--- config.mk ---
export PLATFORM = sky130hd
export DESIGN_NAME = bth_ram
export DESIGN_NICKNAME = d
export VERILOG_FILES = /design/src/rtl/core/bth_ram.sv
export SDC_FILE = /design/constraint.sdc
export NUM_CORES = 1
export LEC_CHECK = 0
export BUFFER_PORTS_ARGS = -buffer_cell sky130_fd_sc_hd__buf_2
export CAP_MARGIN = 20
export CORE_ASPECT_RATIO = 1.2
export CORE_UTILIZATION = 50
export DETAILED_ROUTE_END_ITERATION = 6
export GPL_ROUTABILITY_DRIVEN = 0
export PLACE_DENSITY = 0.64
export SETUP_SLACK_MARGIN = 0.02
export SLEW_MARGIN = 20
export SYNTH_ARGS = -nofsm -noshare
export SYNTH_HDL_FRONTEND = slang
export SYNTH_SLANG_ARGS = --single-unit
export TNS_END_PERCENT = 1
--- constraint.sdc ---
create_clock -name clk -period 4.1 [get_ports clk]
set_input_delay 0.82 -clock clk [delete_from_list [all_inputs] [get_ports clk]]
set_output_delay 0.82 -clock clk [all_outputs]
set_load 0.05 [all_outputs]
--- src/rtl/core/bth_ram.sv ---
// Generic single-port synchronous RAM with registered read data.
// No dependencies.
module bth_ram #(
    parameter int WIDTH = 8,
    parameter int DEPTH = 16
) (
    input  logic                     clk,
    input  logic                     we,
    input  logic [$clog2(DEPTH)-1:0] addr,
    input  logic [WIDTH-1:0]         wdata,
    output logic [WIDTH-1:0]         rdata
);
    logic [WIDTH-1:0] mem [DEPTH];

    always_ff @(posedge clk)
    begin
        if (we)
        begin
            mem[addr] <= wdata;
        end
        rdata <= mem[addr];
    end
endmodule

# Yosys cells after proc, flatten, opt, wreduce, memory -nomap -nowiden
# Memories as Yosys holds them, arrays and structs flattened. A register that Yosys moved wholly into a read port is not among the register bits.
# Index checks and enable logic that the tools add are counted.
# totals
register_bits,0
ram_bits,128
input_bits,14
out_inout_bits,8
word_cells,3
mem_count,1
# classes
n_mux,2
# memory_table
name,depth,width,read_ports,rd_clocked_by_memory_dff,write_ports,line_no,source
mem,16,8,1,1,1,13,logic [WIDTH-1:0] mem [DEPTH];
# op_table
op,count
$mux W1,2

# Logic depth before layout (Yosys ltp)
# Gate-level depths: netlist (run 1).
# logic_depth
word_depth,2
depth_mapped,5
depth_no_buf,3

# Worst setup path after synthesis (run 1)
# Ideal clock, no wire load.
# synth_path
path_type,input to register
from,in addr[2]
to,"mem mem[0][0], enable pin"
setup_ns,0.383
t_arrival_ns,1.930
required_ns,3.717
path_slack_ns,1.787
stages,2
path_cell_list,or3b_2 -> nor3_1
# synth_rtl
element,line_no,source
start: declaration,9,"input logic [$clog2(DEPTH)-1:0] addr,"
end: declaration,13,
# Straight into the memory's write port.

==> results of run 1 <==
[per-layer routing]
metal | vias to the layer above | wire length (um) | track usage, %
met5 | - | 0 | 0
met4 | 0 | 117 | 9.74
met3 | 14 | 431 | 5.08
met2 | 61 | 4850 | 32.0
met1 | 1209 | 3960 | 26.8
li1 | 1036 | - | -
[cell families (layout without fill, tap and decap cells)]
group	count (synthesis)	count (layout)	share of synthesized area, %
DFF	136	136	79.0
and+or+nand+nor	35	35	3.21
muxes	32	32	14.2
AOI/OAI and AO/OA	16	16	2.37
buffers and inverters	11	63	1.19
[through the flow]
| step | std cells | total power [mW] |
|---|---|---|
| CTS | 405 | 3.23 |
| global route | 405 | 3.30 |
| finish | 405 | 3.21 |
| floorplan | 230 | 1.70 |
| global placement | 373 | 1.76 |
| detailed placement | 373 | 1.76 |
[final timing paths]
| path | slack, ns | to | from | depth (start not counted) |
|---|---|---|---|---|
| worst max-delay path | 1.58 | rdata[3]$_DFF_P_ | addr[0] | 5 |
| worst min-delay path | 0.66 | rdata[4]$_DFF_P_ | mem[15][4]$_DFFE_PP_ | 3 |
| worst max register to register | 2.71 | rdata[6]$_DFF_P_ | mem[3][6]$_DFFE_PP_ | 3 |
| worst min register to register | 0.66 | rdata[4]$_DFF_P_ | mem[15][4]$_DFFE_PP_ | 3 |
[cell usage after synthesis, drive strengths merged]
| cell type | number |
|---|---|
| or3b | 1 |
| nand2 | 9 |
| dfxtp | 8 |
| nor2 | 13 |
| nand3b | 2 |
| nand2b | 2 |
| mux4 | 32 |
| clkbuf | 3 |
| a22oi | 16 |
| nand3 | 1 |
| nor3 | 4 |
| and2 | 1 |
| buf | 8 |
| nor2b | 2 |
| edfxtp | 128 |
[report_power, final]
part	internal [mW]	switching, mW	leakage, nW
clock	0.965	0.514	0.287
sequential	1.56	0.0107	1.22
combinational	0.0577	0.110	0.446
[cell type report]
class	count	area share, %
Timing Repair Buffer	31	3.04
Multi-Input combinational cell	83	16.9
Sequential cell	136	67.6
Clock buffer	22	7.67
Clock inverter	10	2.15
Tap cell	123	2.60
[state kept, by name (all words and copies together), names as in the netlist]
register	flops
mem	128
rdata	8
[critical path, stage by stage]
cell	delay, ns
buf_2	0.66
buf_4	0.40
mux4_2	0.54
a22oi_1	0.29
nand2_1	0.08
==> impl_metrics.py, run 1 <==
metrics = {
    "timing": {
        "holdWs_ns": 0.660,
        "finalSetupTns_ns": 0,
        "clock_skew_ns": 0.00627,
        "tightest_slew_ns": 0.890,
        "rsz0062_at_grt": "false",
        "slew_viol_final": 0,
        "hold_viol_final": 0,
        "fin_crit_ns": 2.52,
        "post-route-period-util_pct": 61.5,
        "max_freq_ghz": 0.396,
        "setup_ws_ns": 1.58,
        "setup_viol": 0,
        "slew_headroom_pct": 40.5,
    },
    "clock_network": {
        "htreeDepth": 4,
        "cts-root-buf": "clkbuf_16",
        "cts_tree": "done",
        "ctsResizeCount": 0,
        "cts_hold_buffers": 0,
        "clock_latency_ns": 0.41,
        "cts_buffers": 17,
        "postCtsSetupRepairBufs": 0,
        "clock-sinks": 136,
        "clk_pin_slew_worst_paths_ns": 0.05,
        "cts_buffer_depth": 2,
    },
    "job": {
        "drv_cap": 0,
    },
    "placed_design": {
        "dp_hpwl_um": 5860,
        "place_area_mm2": 0.00534,
        "dp_slack_ns": 1.13,
        "portBuffers": 21,
    },
    "detailed_routing": {
        "drt_iter0_markers": 188,
        "ant_nets": 0,
        "via_per_inst": 5.73,
        "via_count": 2320,
        "routed_wl_um": 9360,
        "drc": 0,
        "dr.pass1.iters": 5,
        "wl_per_cell_um": 23.1,
    },
    "floorplanning": {
        "die_y_um": 112,
        "dieArea_mm2": 0.0105,
        "start_util_pct": 52.4,
        "ios": 22,
        "die_w_um": 93.9,
        "rows": 39,
        "core_area_mm2": 0.00966,
    },
    "synth": {
        "avgSynthCellArea_um2": 22.0,
        "ys_seq_area_share_pct": 79.0,
        "syn_area_mm2": 0.00507,
        "synth_area_leaders": "edfxtp_1 76%, mux4_2 14%, dfxtp_1 3.2%, a22oi_1 2.4%, nor2_1 0.96%",
        "post_synth_num_cell_types": 18,
        "ys_seq_elements": 136,
        "yosys_warnings": 0,
        "yosysTopAreaCellShare_pct": 75.9,
        "synthesis.nets": 244,
        "synth_top_cell_by_area": "edfxtp_1",
        "synthCells": 230,
    },
    "hold_path": {
        "min_path_type": "reg2reg",
    },
    "global_routing": {
        "grt_max_degree": 29,
        "grt_pass1_wl_um": 14400,
        "antenna_found_initial": 0,
        "gr-usage-all-layers_pct": 20.4,
        "grt_pass1_vias": 2465,
        "grt_remaining_overflow": 0,
    },
    "layout": {
        "drive_gt1_share_pct": 32.6,
        "final_core_util_pct": 61.3,
        "syn_to_final_growth_pct": 16.9,
        "mostFrequentLayoutCell": "edfxtp_1",
        "diodes": 0,
        "layout_common_cells": "128 x edfxtp_1, 32 x mux4_2, 21 x buf_2",
        "fin_area_mm2": 0.00592,
        "multiInputGateArea_mm2": 0.00100,
        "final_nets": 283,
        "fillers": 688,
        "register_area_mm2": 0.00400,
    },
    "worst_setup_path": {
        "crit_type": "in2reg",
        "crit_path_end_kind": "flop",
        "cp.required_ns": 4.39,
        "cp-start-kind": "primary input",
        "arrival_ns": 2.81,
        "cp_max_fo": 28,
    },
    "pwr": {
        "p_leak_nw": 1.96,
        "vdd_ir_drop_max_mv": 0.333,
        "power_density_mw_per_mm2": 542,
    },
    "run_status": {
        "status": "complete, no violations",
    },
}
(Power assumes the default switching activity.)
==> inputs of run 2 (changes only) <==
--- a/config.mk
+++ b/config.mk
@@ -11,7 +11,7 @@
 export CORE_UTILIZATION = 50
 export DETAILED_ROUTE_END_ITERATION = 6
 export GPL_ROUTABILITY_DRIVEN = 0
-export PLACE_DENSITY = 0.64
+export PLACE_DENSITY = 0.66
 export SETUP_SLACK_MARGIN = 0.02
 export SLEW_MARGIN = 20
 export SYNTH_ARGS = -nofsm -noshare
==> constraint.sdc (replaced) <==
create_clock -name clk -period 2.1 [get_ports clk]
set_input_delay 0.42 -clock clk [delete_from_list [all_inputs] [get_ports clk]]
set_output_delay 0.42 -clock clk [all_outputs]
set_load 0.05 [all_outputs]
==> run 2 against run 1 <==
  * Worst setup slack got worse by 0.94 ns
  * Sequential power grew 94%
  * Total power up 89%
  * Non-clock buffer count is 12 higher
  * Die area unchanged
  * Critical path depth decreased by 4
  * Register-to-register slack worse by 1.9 ns
  * Combinational power is 100% higher
  * Global-route usage decreased by 0.30 points
  * Utilization is 0.80 points higher
  * Cell area up 1.3%
  * Critical path type is now reg2out
  * Critical endpoint is now rdata[6]
==> impl_metrics.py, run 2 (synthesized netlist as in run 1, its figures left out) <==
metrics = {
    "detailed_routing": {
        "routed_wl_um": 9070,
        "wl_met3_um": 356,
        "drt_iter0_markers": 180,
        "drc": 0,
        "wl_met2_um": 4670,
        "top_layer_used": "met4",
        "ant_nets": 0,
        "wl_per_cell_um": 21.7,
        "dr.pass1.iters": 4,
        "wl_met1_um": 3860,
        "via_count": 2364,
        "via_per_inst": 5.67,
    },
    "worst_setup_path": {
        "timing.rr.start": "mem[7][7]$_DFFE_PP_",
        "cp_max_fo": 1,
        "critical_path.startpoint": "rdata[6]$_DFF_P_",
        "rrSetupSlack_ns": 0.81,
        "crit_type": "reg2out",
        "crit_path_cell_trace": "buf_2",
        "arrival_ns": 1.04,
        "cp-start-kind": "flop",
        "cpPeakStageDelay_ns": 0.35,
        "cp.depth": 1,
        "crit_slowest_cell": "dfxtp_1",
        "r2r_end": "rdata[7]$_DFF_P_",
        "cpLargestDelayFamily": "flip-flops",
        "cp-endpoint": "rdata[6]",
        "cp.required_ns": 1.68,
        "crit_buf_inv": 1,
        "ff2ff_path_depth": 3,
        "crit_path_end_kind": "output port",
    },
    "clock_network": {
        "clock_latency_ns": 0.41,
        "ctsResizeCount": 0,
        "htreeDepth": 4,
        "clock-sinks": 136,
        "postCtsSetupRepairBufs": 0,
        "clk_pin_slew_worst_paths_ns": 0.06,
        "cts-root-buf": "clkbuf_16",
        "cts_tree": "done",
        "cts_buffer_depth": 2,
        "cts_hold_buffers": 0,
        "cts_buffers": 17,
    },
    "placed_design": {
        "portBuffers": 21,
        "dp_slack_ns": 0.268,
        "dp_hpwl_um": 5810,
        "place_area_mm2": 0.00546,
        "placed_cells": 385,
    },
    "timing": {
        "post-route-period-util_pct": 69.5,
        "setup_ws_ns": 0.640,
        "fin_crit_ns": 1.46,
        "finalSetupTns_ns": 0,
        "slew_viol_final": 0,
        "clock_skew_ns": 0.00822,
        "hold_viol_final": 0,
        "tightest_slew_ns": 0.546,
        "max_freq_ghz": 0.685,
        "rsz0062_at_grt": "false",
        "slew_headroom_pct": 63.5,
        "setup_viol": 0,
    },
    "hold_path": {
        "min_path_cells": 1,
        "min_path_type": "in2reg",
    },
    "global_routing": {
        "grt_pass1_vias": 2609,
        "gr-usage-all-layers_pct": 20.1,
        "grt_remaining_overflow": 0,
        "grt_pass1_wl_um": 14500,
        "antenna_found_initial": 0,
        "grt_max_degree": 40,
    },
    "layout": {
        "final_nets": 295,
        "syn_to_final_growth_pct": 18.4,
        "fin_area_mm2": 0.00600,
        "layout_common_cells": "128 x edfxtp_1, 32 x mux4_2, 21 x buf_2",
        "fillers": 688,
        "drive_gt1_share_pct": 34.4,
        "reg.largest.list": "mem: 128 flops, rdata: 8 flops",
        "largest_register_ffs": 128,
        "largest-register": "mem",
        "diodes": 0,
        "stdcell_count": 417,
        "mostFrequentLayoutCell": "edfxtp_1",
    },
    "floorplanning": {
        "dieArea_mm2": 0.0105,
        "rows": 39,
        "ios": 22,
        "start_util_pct": 52.4,
        "core_area_mm2": 0.00966,
        "die_w_um": 93.9,
        "die_y_um": 112,
    },
    "job": {
        "drv_cap": 0,
    },
    "run_status": {
        "status": "complete, no violations",
    },
    "pwr": {
        "vdd_ir_drop_max_mv": 0.686,
        "power_density_mw_per_mm2": 1010,
        "p_leak_nw": 2.01,
    },
}
[run 2: final cells by class]
type / count / area, um^2 / area share, %
sequential: 136 / 4000 / 66.7
clock buffer: 29 / 531 / 8.84
clock inverter: 3 / 13.8 / 0.229
multi-input combinational: 83 / 1000 / 16.7
timing repair buffer: 43 / 295 / 4.92
tap: 123 / 154 / 2.56
[run 2: report_power, final]
part / internal [mW] / switching [mW]
combinational: 0.126 / 0.215
sequential: 3.04 / 0.0169
clock: 1.69 / 0.972
[run 2: worst min path at each step]
stage                          from              endpoint  slack (ns)
2_1_floorplan              wdata[0]   mem[0][0]$_DFFE_PP_        0.52
3_3_place_gp   mem[14][1]$_DFFE_PP_      rdata[1]$_DFF_P_        0.66
3_5_place_dp   mem[13][1]$_DFFE_PP_      rdata[1]$_DFF_P_        0.66
4_1_cts                    wdata[4]  mem[11][4]$_DFFE_PP_        0.39
5_1_grt                    wdata[4]  mem[11][4]$_DFFE_PP_        0.40
6_report                   wdata[4]  mem[11][4]$_DFFE_PP_        0.40
[run 2: metal layers]
layer | GRT usage, % | vias up
met5 | 0 | -
met4 | 8.62 | 0
met3 | 6.03 | 16
met2 | 31.7 | 47
met1 | 25.9 | 1239
li1 | - | 1062
[run 2: metrics by stage]
stage,utilization [%],total power [mW],hold slack [ns]
6_report,62.1,6.06,0.401
5_1_grt,62.1,6.25,0.401
4_1_cts,62.1,6.10,0.386
3_5_place_dp,56.5,3.46,0.662
3_3_place_gp,56.5,3.45,0.655
2_1_floorplan,-,3.32,0.519
