`config.mk`:
```
export PLATFORM = sky130hd
export DESIGN_NAME = bth_seq
export DESIGN_NICKNAME = d
export VERILOG_FILES = /design/src/rtl/core/bth_pkg.sv /design/src/rtl/core/bth_seq.sv
export SDC_FILE = /design/constraint.sdc
export NUM_CORES = 1
export LEC_CHECK = 0
export BUFFER_PORTS_ARGS = -buffer_cell sky130_fd_sc_hd__clkbuf_2
export CAP_MARGIN = 40
export CELL_PAD_IN_SITES_DETAIL_PLACEMENT = 0
export CELL_PAD_IN_SITES_GLOBAL_PLACEMENT = 1
export CORE_MARGIN = 5
export CORE_UTILIZATION = 30
export CTS_CLUSTER_DIAMETER = 30
export DETAILED_ROUTE_END_ITERATION = 12
export HOLD_SLACK_MARGIN = 0.05
export PLACE_DENSITY = 0.65
export SYNTH_ARGS = -nofsm -noshare
export SYNTH_HDL_FRONTEND = slang
export SYNTH_SLANG_ARGS = --single-unit
```
`constraint.sdc`:
```
create_clock -name clk -period 10 [get_ports clk]
set_input_delay 0 -clock clk [delete_from_list [all_inputs] [get_ports clk]]
set_output_delay 0 -clock clk [all_outputs]
set_load 0.01 [all_outputs]
```
`src/rtl/core/bth_pkg.sv`:
```
// Shared constants, types and command codes for the boundary-tag heap allocator.
// No dependencies; every other file but bth_ram imports this package.
package bth_pkg;

    localparam int HEAP_WORDS = 1024;
    localparam int AW         = $clog2(HEAP_WORDS);
    localparam int TW         = 11;   // signed tag word
    localparam int XW         = 12;   // index arithmetic, holds sums past the heap end
    localparam int CW         = 13;   // byte statistics
    localparam int BW         = 16;   // requested byte count
    localparam int NW         = 15;   // requested word count
    localparam int CMDW       = 2;

    localparam logic [CMDW-1:0] CMD_INIT    = 2'd0;
    localparam logic [CMDW-1:0] CMD_ALLOC   = 2'd1;
    localparam logic [CMDW-1:0] CMD_RELEASE = 2'd2;
    localparam logic [CMDW-1:0] CMD_RESIZE  = 2'd3;

    localparam logic [TW-1:0] INIT_TAG  = TW'(-(HEAP_WORDS - 2));
    localparam logic [CW-1:0] FREE_INIT = CW'((HEAP_WORDS - 2) * 4);
    localparam logic [CW-1:0] USED_INIT = CW'(8);

    typedef struct packed {
        logic [CMDW-1:0] cmd;
        logic [BW-1:0]   byte_count;
        logic [AW-1:0]   payload_index;
    } bth_req_t;

    typedef struct packed {
        logic          valid;
        logic          status;
        logic [AW-1:0] idx;
        logic [CW-1:0] free_b;
        logic [CW-1:0] used_b;
    } bth_done_t;

endpackage

```
`src/rtl/core/bth_seq.sv`:
```
// Allocator sequencer: tag walks, neighbor checks, clearing and tag writes.
// Depends on bth_pkg; drives the tag RAM port.
module bth_seq import bth_pkg::*; (
    input  logic            clk,
    input  logic            rst_n,
    input  logic            req_valid,
    output logic            req_ready,
    input  bth_req_t        req,
    output bth_done_t       done,
    input  logic            done_ack,
    output logic            ram_we,
    output logic [AW-1:0]   ram_addr,
    output logic [TW-1:0]   ram_wdata,
    input  logic [TW-1:0]   ram_rdata
);
    localparam logic [3:0] S_CLR   = 4'd0;
    localparam logic [3:0] S_IDLE  = 4'd1;
    localparam logic [3:0] S_A_RD  = 4'd2;
    localparam logic [3:0] S_A_CHK = 4'd3;
    localparam logic [3:0] S_V_RD  = 4'd4;
    localparam logic [3:0] S_V_CHK = 4'd5;
    localparam logic [3:0] S_U_RD  = 4'd6;
    localparam logic [3:0] S_U_CHK = 4'd7;
    localparam logic [3:0] S_L_RD  = 4'd8;
    localparam logic [3:0] S_L_CHK = 4'd9;
    localparam logic [3:0] S_Z     = 4'd10;
    localparam logic [3:0] S_WQ    = 4'd11;
    localparam logic [3:0] S_FIN   = 4'd12;

    localparam logic [XW-1:0] LAST = XW'(HEAP_WORDS - 1);
    localparam logic [XW-1:0] HW   = XW'(HEAP_WORDS);

    logic [3:0]      state_reg, state_next;
    logic [CMDW-1:0] cmd_reg, cmd_next;
    logic [BW-1:0]   bytes_reg, bytes_next;
    logic [AW-1:0]   p_reg, p_next;
    logic [NW-1:0]   n_reg, n_next;
    logic [XW-1:0]   i_reg, i_next;
    logic [XW-1:0]   s_reg, s_next;
    logic [XW-1:0]   up_reg, up_next;
    logic [XW-1:0]   clr_reg, clr_next;
    logic [AW-1:0]   wq_addr_reg [4];
    logic [AW-1:0]   wq_addr_next [4];
    logic [TW-1:0]   wq_data_reg [4];
    logic [TW-1:0]   wq_data_next [4];
    logic [1:0]      wq_last_reg, wq_last_next;
    logic [1:0]      wq_ptr_reg, wq_ptr_next;
    logic            init_reg, init_next;
    logic            rel_reg, rel_next;
    logic            go_rel_reg, go_rel_next;
    logic            st_reg, st_next;
    logic [AW-1:0]   idx_reg, idx_next;
    logic [CW-1:0]   free_reg, free_next;
    logic [CW-1:0]   used_reg, used_next;

    logic            tneg, tpos;
    logic [XW-1:0]   tx, tmag;
    logic [XW-1:0]   p_x, sum_i, lo_c, top_c, bot_c, tot_c, rel_w, grow_w, b1;
    logic            found;
    logic [BW:0]     n_raw;

    assign tneg  = ram_rdata[TW-1];
    assign tpos  = !tneg && (ram_rdata != '0);
    assign tx    = {{(XW-TW){ram_rdata[TW-1]}}, ram_rdata};
    assign tmag  = tneg ? (~tx + XW'(1)) : tx;
    assign p_x   = XW'(p_reg);
    assign sum_i = i_reg + tmag + XW'(1);
    assign found = tneg && ((18'(tmag) << 2) >= 18'(bytes_reg)) && (sum_i < HW);
    assign b1    = p_x + s_reg + XW'(1);
    assign lo_c  = ((b1 < HW) && tneg && (b1 + XW'(1) + tmag < HW)) ? tmag + XW'(2) : '0;
    assign top_c = p_x - XW'(1) - up_reg;
    assign bot_c = p_x + s_reg + lo_c;
    assign tot_c = s_reg + up_reg + lo_c;
    assign rel_w = s_reg + ((up_reg != '0) ? XW'(2) : '0) + ((lo_c != '0) ? XW'(2) : '0);
    assign grow_w = ((up_reg != '0) ? up_reg - XW'(2) : '0)
                  + ((lo_c != '0) ? lo_c - XW'(2) : '0);
    assign n_raw = {1'b0, req.byte_count} + (BW+1)'(3);

    assign req_ready   = (state_reg == S_IDLE);
    assign done.valid  = (state_reg == S_FIN);
    assign done.status = st_reg;
    assign done.idx    = idx_reg;
    assign done.free_b = free_reg;
    assign done.used_b = used_reg;

    always_comb
    begin
        state_next  = state_reg;
        cmd_next    = cmd_reg;
        bytes_next  = bytes_reg;
        p_next      = p_reg;
        n_next      = n_reg;
        i_next      = i_reg;
        s_next      = s_reg;
        up_next     = up_reg;
        clr_next    = clr_reg;
        wq_addr_next = wq_addr_reg;
        wq_data_next = wq_data_reg;
        wq_last_next = wq_last_reg;
        wq_ptr_next = wq_ptr_reg;
        init_next   = init_reg;
        rel_next    = rel_reg;
        go_rel_next = go_rel_reg;
        st_next     = st_reg;
        idx_next    = idx_reg;
        free_next   = free_reg;
        used_next   = used_reg;
        ram_we      = 1'b0;
        ram_addr    = '0;
        ram_wdata   = '0;

        unique case (state_reg)
            S_CLR:
            begin
                ram_we    = 1'b1;
                ram_addr  = clr_reg[AW-1:0];
                ram_wdata = ((clr_reg == '0) || (clr_reg == LAST)) ? INIT_TAG : '0;
                clr_next  = clr_reg + XW'(1);
                if (clr_reg == LAST)
                begin
                    state_next = init_reg ? S_FIN : S_IDLE;
                end
            end
            S_IDLE:
            begin
                if (req_valid)
                begin
                    cmd_next    = req.cmd;
                    bytes_next  = req.byte_count;
                    p_next      = req.payload_index;
                    n_next      = n_raw[BW:2];
                    rel_next    = 1'b0;
                    go_rel_next = 1'b0;
                    st_next     = 1'b1;
                    idx_next    = '0;
                    i_next      = '0;
                    unique case (req.cmd)
                        CMD_INIT:
                        begin
                            init_next  = 1'b1;
                            clr_next   = '0;
                            st_next    = 1'b0;
                            free_next  = FREE_INIT;
                            used_next  = USED_INIT;
                            state_next = S_CLR;
                        end
                        CMD_ALLOC:
                        begin
                            state_next = (req.byte_count == '0) ? S_FIN : S_A_RD;
                        end
                        default:
                        begin
                            state_next = (req.payload_index == '0) ? S_FIN : S_V_RD;
                        end
                    endcase
                end
            end
            S_A_RD:
            begin
                ram_addr   = i_reg[AW-1:0];
                state_next = S_A_CHK;
            end
            S_A_CHK:
            begin
                if (found)
                begin
                    st_next  = 1'b0;
                    idx_next = AW'(i_reg + XW'(1));
                    wq_ptr_next = '0;
                    wq_addr_next[0] = i_reg[AW-1:0];
                    if (16'(tmag) < 16'(n_reg) + 16'd3)
                    begin
                        wq_data_next[0] = tmag[TW-1:0];
                        wq_addr_next[1] = sum_i[AW-1:0];
                        wq_data_next[1] = tmag[TW-1:0];
                        wq_last_next    = 2'd1;
                        free_next = free_reg - {tmag[CW-3:0], 2'b00};
                        used_next = used_reg + {tmag[CW-3:0], 2'b00};
                    end
                    else
                    begin
                        wq_data_next[0] = n_reg[TW-1:0];
                        wq_addr_next[1] = AW'(i_reg + XW'(n_reg) + XW'(1));
                        wq_data_next[1] = n_reg[TW-1:0];
                        wq_addr_next[2] = AW'(i_reg + XW'(n_reg) + XW'(2));
                        wq_data_next[2] = TW'(XW'(n_reg) + XW'(2) - tmag);
                        wq_addr_next[3] = sum_i[AW-1:0];
                        wq_data_next[3] = TW'(XW'(n_reg) + XW'(2) - tmag);
                        wq_last_next    = 2'd3;
                        free_next = free_reg - {CW'(n_reg + NW'(2))} * CW'(4);
                        used_next = used_reg + {CW'(n_reg + NW'(2))} * CW'(4);
                    end
                    if (cmd_reg == CMD_RESIZE)
                    begin
                        rel_next    = 1'b1;
                        go_rel_next = 1'b1;
                    end
                    state_next = S_WQ;
                end
                else if (i_reg + tmag + XW'(2) < LAST)
                begin
                    i_next     = i_reg + tmag + XW'(2);
                    state_next = S_A_RD;
                end
                else
                begin
                    st_next    = 1'b1;
                    idx_next   = '0;
                    state_next = S_FIN;
                end
            end
            S_V_RD:
            begin
                ram_addr    = AW'(p_x - XW'(1));
                go_rel_next = 1'b0;
                state_next  = S_V_CHK;
            end
            S_V_CHK:
            begin
                s_next = tx;
                priority if (!tpos || (p_x + tx > LAST))
                begin
                    state_next = S_FIN;
                end
                else if (!rel_reg && (cmd_reg == CMD_RESIZE) && (NW'(tx) >= n_reg))
                begin
                    state_next = S_FIN;
                end
                else
                begin
                    state_next = S_U_RD;
                end
            end
            S_U_RD:
            begin
                ram_addr   = AW'(p_x - XW'(2));
                state_next = S_U_CHK;
            end
            S_U_CHK:
            begin
                up_next = ((p_x >= XW'(2)) && tneg && (p_x >= XW'(3) + tmag))
                          ? tmag + XW'(2) : '0;
                state_next = S_L_RD;
            end
            S_L_RD:
            begin
                ram_addr   = b1[AW-1:0];
                state_next = S_L_CHK;
            end
            S_L_CHK:
            begin
                wq_ptr_next     = '0;
                wq_last_next    = 2'd1;
                wq_addr_next[0] = top_c[AW-1:0];
                wq_addr_next[1] = bot_c[AW-1:0];
                if ((cmd_reg == CMD_RELEASE) || rel_reg)
                begin
                    wq_data_next[0] = TW'(~tot_c + XW'(1));
                    wq_data_next[1] = TW'(~tot_c + XW'(1));
                    free_next = free_reg + {rel_w[CW-3:0], 2'b00};
                    used_next = used_reg - {rel_w[CW-3:0], 2'b00};
                    clr_next  = top_c + XW'(1);
                    st_next   = 1'b0;
                    if (!rel_reg)
                    begin
                        idx_next = '0;
                    end
                    state_next = S_Z;
                end
                else if (16'(up_reg) + 16'(lo_c) >= 16'(n_reg) - 16'(s_reg))
                begin
                    wq_data_next[0] = tot_c[TW-1:0];
                    wq_data_next[1] = tot_c[TW-1:0];
                    free_next = free_reg - {grow_w[CW-3:0], 2'b00};
                    used_next = used_reg + {grow_w[CW-3:0], 2'b00};
                    st_next   = 1'b0;
                    idx_next  = AW'(top_c + XW'(1));
                    state_next = S_WQ;
                end
                else
                begin
                    i_next     = '0;
                    state_next = S_A_RD;
                end
            end
            S_Z:
            begin
                ram_we    = 1'b1;
                ram_addr  = clr_reg[AW-1:0];
                ram_wdata = '0;
                clr_next  = clr_reg + XW'(1);
                if (clr_reg + XW'(1) >= XW'(wq_addr_reg[1]))
                begin
                    state_next = S_WQ;
                end
            end
            S_WQ:
            begin
                ram_we      = 1'b1;
                ram_addr    = wq_addr_reg[wq_ptr_reg];
                ram_wdata   = wq_data_reg[wq_ptr_reg];
                wq_ptr_next = wq_ptr_reg + 2'd1;
                if (wq_ptr_reg == wq_last_reg)
                begin
                    state_next = go_rel_reg ? S_V_RD : S_FIN;
                end
            end
            S_FIN:
            begin
                if (done_ack)
                begin
                    init_next  = 1'b0;
                    state_next = S_IDLE;
                end
            end
            default:
            begin
                state_next = S_IDLE;
            end
        endcase
    end

    always_ff @(posedge clk or negedge rst_n)
    begin
        if (!rst_n)
        begin
            state_reg  <= S_CLR;
            clr_reg    <= '0;
            init_reg   <= 1'b0;
            rel_reg    <= 1'b0;
            go_rel_reg <= 1'b0;
            free_reg   <= FREE_INIT;
            used_reg   <= USED_INIT;
        end
        else
        begin
            state_reg  <= state_next;
            clr_reg    <= clr_next;
            init_reg   <= init_next;
            rel_reg    <= rel_next;
            go_rel_reg <= go_rel_next;
            free_reg   <= free_next;
            used_reg   <= used_next;
        end
    end

    always_ff @(posedge clk)
    begin
        cmd_reg     <= cmd_next;
        bytes_reg   <= bytes_next;
        p_reg       <= p_next;
        n_reg       <= n_next;
        i_reg       <= i_next;
        s_reg       <= s_next;
        up_reg      <= up_next;
        wq_addr_reg <= wq_addr_next;
        wq_data_reg <= wq_data_next;
        wq_last_reg <= wq_last_next;
        wq_ptr_reg  <= wq_ptr_next;
        st_reg      <= st_next;
        idx_reg     <= idx_next;
    end
endmodule

```
* Word-level counts from Yosys, hierarchy flattened
Index checks and enable logic that the tools add are counted. Widths: inputs -> output; s select.
Storage, ports and cells: logic and storage cells 261, bits in registers 211
Operators by class: eq/ne operators 33, reduce and logical (&&, ||, !) cells 46, $lt $le $gt $ge 13, bitwise operators 4, muxes and demuxes 95, add/subtract/negate cells 45
Operator list (count):
- $mux 13 | 12
- $mux 12 | 10
- $mux 10 | 9
- $mux 22 | 4
- $pmux 13 s3 | 2
- $add 12x1->12 const B | 6
- $pmux 12 s3 | 2
- $mux 4 | 15
- $pmux 10 s6 | 1
- $mux 11 | 5
- $add 13x13->13 | 4
- $pmux 4 s13 | 1
- $sub 13x13->13 | 4
- $mux 44 | 1
- $pmux 22 s2 | 1
- $mux 40 | 1
- $pmux 20 s2 | 1
- $lt 12x11->1 const B | 3
- $add 11x11->11 | 3
- $pmux 10 s3 | 1
- $add 11x11->12 | 2
- $add 12x12->12 | 2
- $add 12x2->12 const B | 2
- $reduce_bool 12->1 | 2
- 72 further kinds | 142

* Logic depth before layout (Yosys ltp)
Gate-level depths: netlist of run 1.
word-level depth 14, gate-level depth with buffers 42, gate-level depth less buffers 41

* Least setup slack after synthesis of run 1
OpenSTA, ideal clock, no wires.
path type register to register, start register p_reg[0], end register idx_reg[0] (enable), required time 9608 ps, path slack 1104 ps, arrival time 8504 ps, stages on the path, launching flop included 40, path through edfxtp_1 -> ha_1 -> inv_1 -> fa_1 -> nor2b_1 -> o22ai_1 -> xnor2_1 -> nand4_1 -> nor4_1 -> and2_1 -> xnor2_1 -> ha_1 -> or4b_2 -> a211o_1 -> a211oi_2 -> inv_1 -> clkbuf_1 -> nor2_1 -> (+4 left out) -> o21ai_0 -> a21oi_1 -> o21ai_0 -> a21oi_1 -> o21ai_0 -> a21oi_1 -> nor2b_1 -> nor2_1 -> xnor2_1 -> ha_1 -> o2111ai_1 -> a31oi_1 -> a2111oi_0 -> nor2_1 -> o22a_1 -> o21ai_0 -> a21oi_1 -> a21boi_0
Between the ends: cells in the longest elaborated chain, start to end 11
RTL lines:
- from (decl) | line bth_seq.sv:36 | logic [AW-1:0] p_reg, p_next;
- from (signal assigned) | line bth_seq.sv:351 | p_reg <= p_next;
- $add 11x11->12 (*)
- $add 12x1->12 (*) | line bth_seq.sv:69 | assign b1 = p_x + s_reg + XW'(1);
- $add 12x1->12 | line bth_seq.sv:70 | assign lo_c = ((b1 < HW) && tneg && (b1 + XW'(1) + tmag < HW)) ? tmag + XW'(2) : '0;
- $add 12x12->12 | line bth_seq.sv:70
- $lt 12x11->1 | line bth_seq.sv:70
- $logic_and 1x1->1 (*) | line bth_seq.sv:70
- $mux 12 (*) | line bth_seq.sv:70
- $add 12x12->13 (*) | line bth_seq.sv:270 | else if (16'(up_reg) + 16'(lo_c) >= 16'(n_reg) - 16'(s_reg))
- $ge 13x16->1 (*) | line bth_seq.sv:270
- $ne 3x3->1 (no line) (*)
- $reduce_and 5->1 (no line) (*)
- to (signal assigned) | line bth_seq.sv:361 | idx_reg <= idx_next;
- to (decl) | line bth_seq.sv:52 | logic [AW-1:0] idx_reg, idx_next;
Every way passes the cells marked *; elsewhere a longest branch is shown, timed or not. A chain may end at the register's enable or synchronous reset.

* Worst setup path in the final report of run 1
start register s_reg[0], end register wq_data_reg[35] in the netlist's numbering (enable)
Between the ends: cells in the longest elaborated chain, start to end 11
RTL lines:
- from (decl) | line bth_seq.sv:39 | logic [XW-1:0] s_reg, s_next;
- from (signal assigned) | line bth_seq.sv:354 | s_reg <= s_next;
- $add 11x11->12
- $add 12x1->12 | line bth_seq.sv:69
- $add 12x1->12 | line bth_seq.sv:70
- $add 12x12->12 | line bth_seq.sv:70
- $lt 12x11->1 | line bth_seq.sv:70
- $logic_and 1x1->1 | line bth_seq.sv:70
- $mux 12 | line bth_seq.sv:70
- $add 12x12->13 | line bth_seq.sv:270
- $ge 13x16->1 (*) | line bth_seq.sv:270
- $ne 3x3->1 (no line) (*)
- $reduce_and 3->1 (no line) (*)
- to (signal assigned) | line bth_seq.sv:357 | wq_data_reg <= wq_data_next;
- to (decl) | line bth_seq.sv:44 | logic [TW-1:0] wq_data_reg [4];
Marks and branches as above.

==> flow_summary.toml, run 1 <==
[status]
outcome = "complete, no violations"

[run]
drv_cap = 0

[synth]
synth_top_area_cell = "edfxtp_1"
ys_warn_count = 0
synth_area_per_cell_um2 = 8.86
synthArstFlopShare_pct = 21.0
synth_ff_type = "edfxtp_1"
synth_edf_count = 154
syn_inst = 2283
synth_area_um2 = 20200
yosysMostFrequentCell = "ha_1"
yosys-top-cells-area = "edfxtp_1 23%, ha_1 15%, xnor2_1 8.2%, xor2_1 4.0%, dfrtp_1 3.8%"
netlist_top_cells_count = "249 x ha_1, 190 x nand2_1, 189 x xnor2_1, 181 x nor2_1, 167 x inv_1"
synth_cell_types = 97
synth_top_area_share_pct = 22.9
ys_seq_area_share_pct = 28.0
ys_ff_latch = 195

[placement]
pre_cts_ws_ns = 0.240
io_buffers = 99
dp_hpwl_um = 64300
placed_cell_area_um2 = 22000
post-place-cells = 3245
place.gp.congestion = 0.980

[clock_tree]
clk-insertion-delay-late_ns = 0.52
cts.path.max_buffers = 2
cts.clk_slew.worst_paths_ns = 0.09
numClockSinks = 195
cts_htree_levels = 4
cts-buffers-inserted = 17
cts_tree = "done"
clockRootBuffer = "clkbuf_16"

[final_layout]
nets = 2756
area.growth.synth_to_final_pct = 14.6
utilization_pct = 34.6
final_area_um2 = 23200
drive_gt1_share_pct = 11.0
fin_cells = 3328
largest_reg_flops = 40

[pwr]
irDropWorstVdd_mv = 0.151
power.leakage_nw = 9.79
p_per_area_nw_per_um2 = 234
power_mw = 5.42

[timing]
slew_viol_final = 0
setup_viol = 0
fin_skew_ns = 0.0221
worst_slack_ns = 0.505
tightestPinTransition_ns = 0.940
fmax_ghz = 0.105
tns_ns = 0
slew_headroom_pct = 37.0
fin_hold_ws_ns = 0.0846
min_period_over_period_pct = 95.0
hold_viol_final = 0
min_period_ns = 9.50

[die]
die_w_um = 270
ios = 104
row_count = 95
fp.dieArea_um2 = 72700
start_util_pct = 30.2
die_h_um = 270
core_um2 = 67000

[setup_path]
critPathRequiredTime_ns = 10.28
slowest_delay_ns = 0.61
ff2ff_setup_slack_ns = 0.50
cp_max_fo = 13
worstSetupPathType = "reg2reg"
endpoint_kind = "flop"
critPathArrivalTime_ns = 9.78
worst_setup_path_start_kind = "flop"
cp_slowest_cell = "or4b_2"

[routing]
wl_per_cell_um = 24.1
num_vias = 18400
wl_um = 80100
drc = 0
drtIter0Drc = 1844
first_pass_iters = 5
ant_nets = 0
viasPerCell = 5.52

[worst_hold_path]
min_path_type = "in2async"

[global_route]
grt_pass1_vias = 17700
grt_max_degree = 58
overflow = 0
track_usage_pct = 21.3
antenna_found_initial = 4
grt_pass1_wl_um = 116000
==> per-layer routing <==
metal	part of all wire [%]	track usage (%)
met5	0.026	0
met4	4.2	8.56
met3	8.4	4.83
met2	44	33.1
met1	44	28.7
==> power breakdown <==
| group | switching, mW | total [mW] | internal, mW |
|---|---|---|---|
| logic | 2.03 | 3.27 | 1.24 |
| registers | 0.246 | 1.38 | 1.14 |
| clock network | 0.414 | 0.764 | 0.350 |
| total | 2.69 | 5.42 | 2.73 |
==> area by class of cell <==
cell class                 instances  area [um2]
tap                              873        1090
timing repair inverter             1        7.51
clock buffer                      17         425
inverter                         172         651
timing repair buffer             207        1430
sequential                       195        5660
clock inverter                    15         215
antenna                            1        2.50
multi-input combinational       1847       13700
fill                            6985       43900
==> repair_timing <==
item | CTS | global route
hold endpoints to repair | 103 | 0
resized for setup | 0 | 10
hold buffers | 42 | 0
buffers inserted | 0 | 7
setup endpoints to repair | 0 | 55
==> path summary, 6_finish.rpt <==
kind | to | cells after the start | start
min | clr_reg[6] | 3 | rst_n
max | wq_data_reg[35] | 40 | s_reg[0]
max in group asynchronous | used_reg[10] | 3 | rst_n
max reg2reg | wq_data_reg[35] | 40 | s_reg[0]
min in group clk | s_reg[10] | 1 | ram_rdata[10]
min reg2reg | free_reg[4] | 1 | free_reg[4]
==> worst max-delay path: cells and delay by family (launching register included) <==
| kind | cells | cell delay (ns) |
|---|---|---|
| xor+xnor | 3 | 0.54 |
| simple gates | 10 | 2.40 |
| compound gates | 15 | 3.26 |
| fa+ha+maj | 5 | 1.63 |
| flops | 1 | 0.48 |
| buf+inv | 7 | 0.93 |
==> logic make-up after synthesis <==
family | synth area share [%]
other | 0.0185
buffers and inverters | 4.77
xor gates and xnor gates | 12.5
adders and majority gates | 17.7
and+or+nand+nor | 15.9
muxes | 2.42
AOI/OAI and AO/OA | 18.7
DFF | 28.0
==> placed cells by master (no fill, tap or decap), drive strengths merged, types with 11 or more instances in the layout <==
cell         instances
and3                22
xor2                94
nor2               181
a21o                52
nor3                50
o21bai              23
a211oi              18
ha                 249
edfxtp             154
or3                 16
dfrtp               31
a22oi               16
nor2b               22
or2                 11
o22ai               32
nand2              190
o21a                27
o211ai              29
dlygate4sd3         42
nor4                19
o21ai              117
inv                178
and2                14
nand4               24
mux2i               23
clkbuf             116
a21oi              149
buf                 66
xnor2              191
fa                  23
nand3               64
o31ai               19
nand2b              27
Power figures use the tool's default switching activity.
==> run 2, diff against run 1 <==
--- a/config.mk
+++ b/config.mk
@@ -11,10 +11,11 @@
 export CELL_PAD_IN_SITES_GLOBAL_PLACEMENT = 1
 export CORE_MARGIN = 5
 export CORE_UTILIZATION = 30
+export CTS_BUF_LIST = sky130_fd_sc_hd__clkbuf_4 sky130_fd_sc_hd__clkbuf_8
 export CTS_CLUSTER_DIAMETER = 30
 export DETAILED_ROUTE_END_ITERATION = 12
 export HOLD_SLACK_MARGIN = 0.05
-export PLACE_DENSITY = 0.65
+export PLACE_DENSITY_LB_ADDON = 0.1
 export SYNTH_ARGS = -nofsm -noshare
 export SYNTH_HDL_FRONTEND = slang
 export SYNTH_SLANG_ARGS = --single-unit
==> run 2 against run 1 <==
Compared with the run above:
- cell count about the same
- largest cell class unchanged
- highest routed layer is now met4
- core utilization decreased by 0.25 points
- fmax increased by 1.7%
- wire length increased by 5.6%
- worst setup slack improved by 0.16 ns
- non-clock buffer count increased by 1
- sequential cell count unchanged
==> flow_summary.toml, run 2 (synthesis results as in run 1) <==
[setup_path]
endpoint_kind = "flop"
critPathRequiredTime_ns = 10.31
reg2reg_depth = 40
path_common_cell = "a21oi_1"
worst_r2r_endpoint = "idx_reg[4]"
worst_setup_path_start_kind = "flop"
ff2ff_setup_slack_ns = 0.67
cp_max_fo = 13
cp_slowest_cell = "or4b_2"
r2r-start = "s_reg[0]"
critPathArrivalTime_ns = 9.64
slowest_delay_ns = 0.60
worstSetupPathType = "reg2reg"

[clock_tree]
numClockSinks = 195
cts.path.max_buffers = 2
postCtsSetupRepairBufs = 0
clk-insertion-delay-late_ns = 0.60
cts_htree_levels = 4
cts-buffers-inserted = 17
cts_tree = "done"
cts.clk_slew.worst_paths_ns = 0.12
clockRootBuffer = "clkbuf_8"

[pwr]
p_clk_share_pct = 11.4
seqPwrFrac_pct = 26.0
p_int_mw = 2.59
p_comb_share_pct = 62.6
p_switching_mw = 2.68
irDropWorstVdd_mv = 0.0982
power.leakage_nw = 9.71
p_per_area_nw_per_um2 = 229
swShare_pct = 50.9

[global_route]
track_usage_pct = 22.7
grt_pass1_vias = 17800
grt_max_degree = 60
antenna_found_initial = 4
grt_pass1_wl_um = 123000
overflow = 0

[timing]
fin_skew_ns = 0.0260
min_period_over_period_pct = 93.3
slew_headroom_pct = 40.9
setup_viol = 0
tightestPinTransition_ns = 0.887
min_period_ns = 9.33
fmax_ghz = 0.107
rsz0062_at_grt = "no"
slew_viol_final = 0
fin_hold_ws_ns = 0.149
hold_viol_final = 0
tns_ns = 0

[placement]
io_buffers = 99
placed_cell_area_um2 = 22100
dp_hpwl_um = 67900
place.gp.congestion = 0.925

[final_layout]
final_cell_mix = "249 x ha_1, 189 x nand2_1, 186 x xnor2_1"
nets = 2756
area.growth.synth_to_final_pct = 13.7
final_common_cell = "ha_1"
final_area_um2 = 23000
drive_gt1_share_pct = 11.0
largest_reg_flops = 40

[routing]
ant_nets = 0
first_pass_iters = 7
wl_um = 84600
wl_per_cell_um = 25.4
drtIter0Drc = 1559
viasPerCell = 5.35
drc = 0
num_vias = 17800

[die]
row_count = 95
die_w_um = 270
start_util_pct = 30.2
ios = 104
core_um2 = 67000
die_h_um = 270
fp.dieArea_um2 = 72700

[worst_hold_path]
min_path_type = "in2reg"
min_path_cells = 2
hold_start = "req[9]"
worstHoldEndpoint = "p_reg[9]"

[run]
drv_cap = 0

[status]
outcome = "complete, no violations"
-- run 2: worst max-delay path by stage --
stage	end	slack [ns]	startpoint
after floorplan	idx_reg[0]	1.10	p_reg[0]
after global placement	free_reg[2]	0.34	p_reg[1]
after detailed placement	used_reg[2]	0.43	p_reg[1]
after CTS	used_reg[2]	0.38	p_reg[1]
after global routing	idx_reg[7]	0.11	p_reg[1]
final	idx_reg[4]	0.67	s_reg[0]
-- run 2: area by class of cell --
class                   instances  area, um2
clock buffers                  17        234
clock inverters                15        209
multi-input cells            1847      13700
fillers                      7068      44000
diodes                          4       10.0
well taps                     873       1090
flip-flops and latches        195       5660
repair buffers                208       1460
inverters                     172        647
-- run 2: routing by layer --
layer	part of all wire [%]	global-route usage, %	vias to the layer above
met5	0	0	-
met4	2.1	5.39	0
met3	5.1	3.33	69
met2	48	38.3	448
met1	45	30.9	8733
li1	-	-	8564
-- run 2: worst max-delay path, delay by kind of cell, from the launching register on --
| kind | cells | cell delay, ns |
|---|---|---|
| AO/OA/AOI/OAI | 17 | 3.46 |
| AND/OR/NAND/NOR | 9 | 2.16 |
| adder cells (fa/ha/maj) | 5 | 1.66 |
| buffers and inverters | 6 | 0.78 |
| XOR/XNOR | 3 | 0.50 |
| flip-flops | 1 | 0.48 |
-- run 2: repair_timing --
action,in CTS,in global routing
endpoints found under the setup margin,0,56
hold buffers,44,0
gates resized for setup,0,9
endpoints found under the hold margin,117,0
-- run 2: per-stage QoR --
step                worst slack [ns]  util, %  instances  total power [mW]
floorplan                       1.10        -       2290              3.49
global placement               0.345     32.8       3242              4.62
detailed placement             0.428     33.0       3251              4.66
CTS                            0.384     34.3       3327              5.30
global route                   0.107     34.3       3329              5.67
finish                         0.667     34.3       3331              5.27
-- run 2: power groups by stage --
stage          Sequential (mW)  Combinational [mW]  Clock [mW]
5_1_grt                   1.39                3.64       0.648
4_1_cts                   1.37                3.30       0.626
6_report                  1.37                3.30       0.599
3_5_place_dp              1.39                3.27           0
3_3_place_gp              1.39                3.24           0
2_1_floorplan             1.29                2.21           0
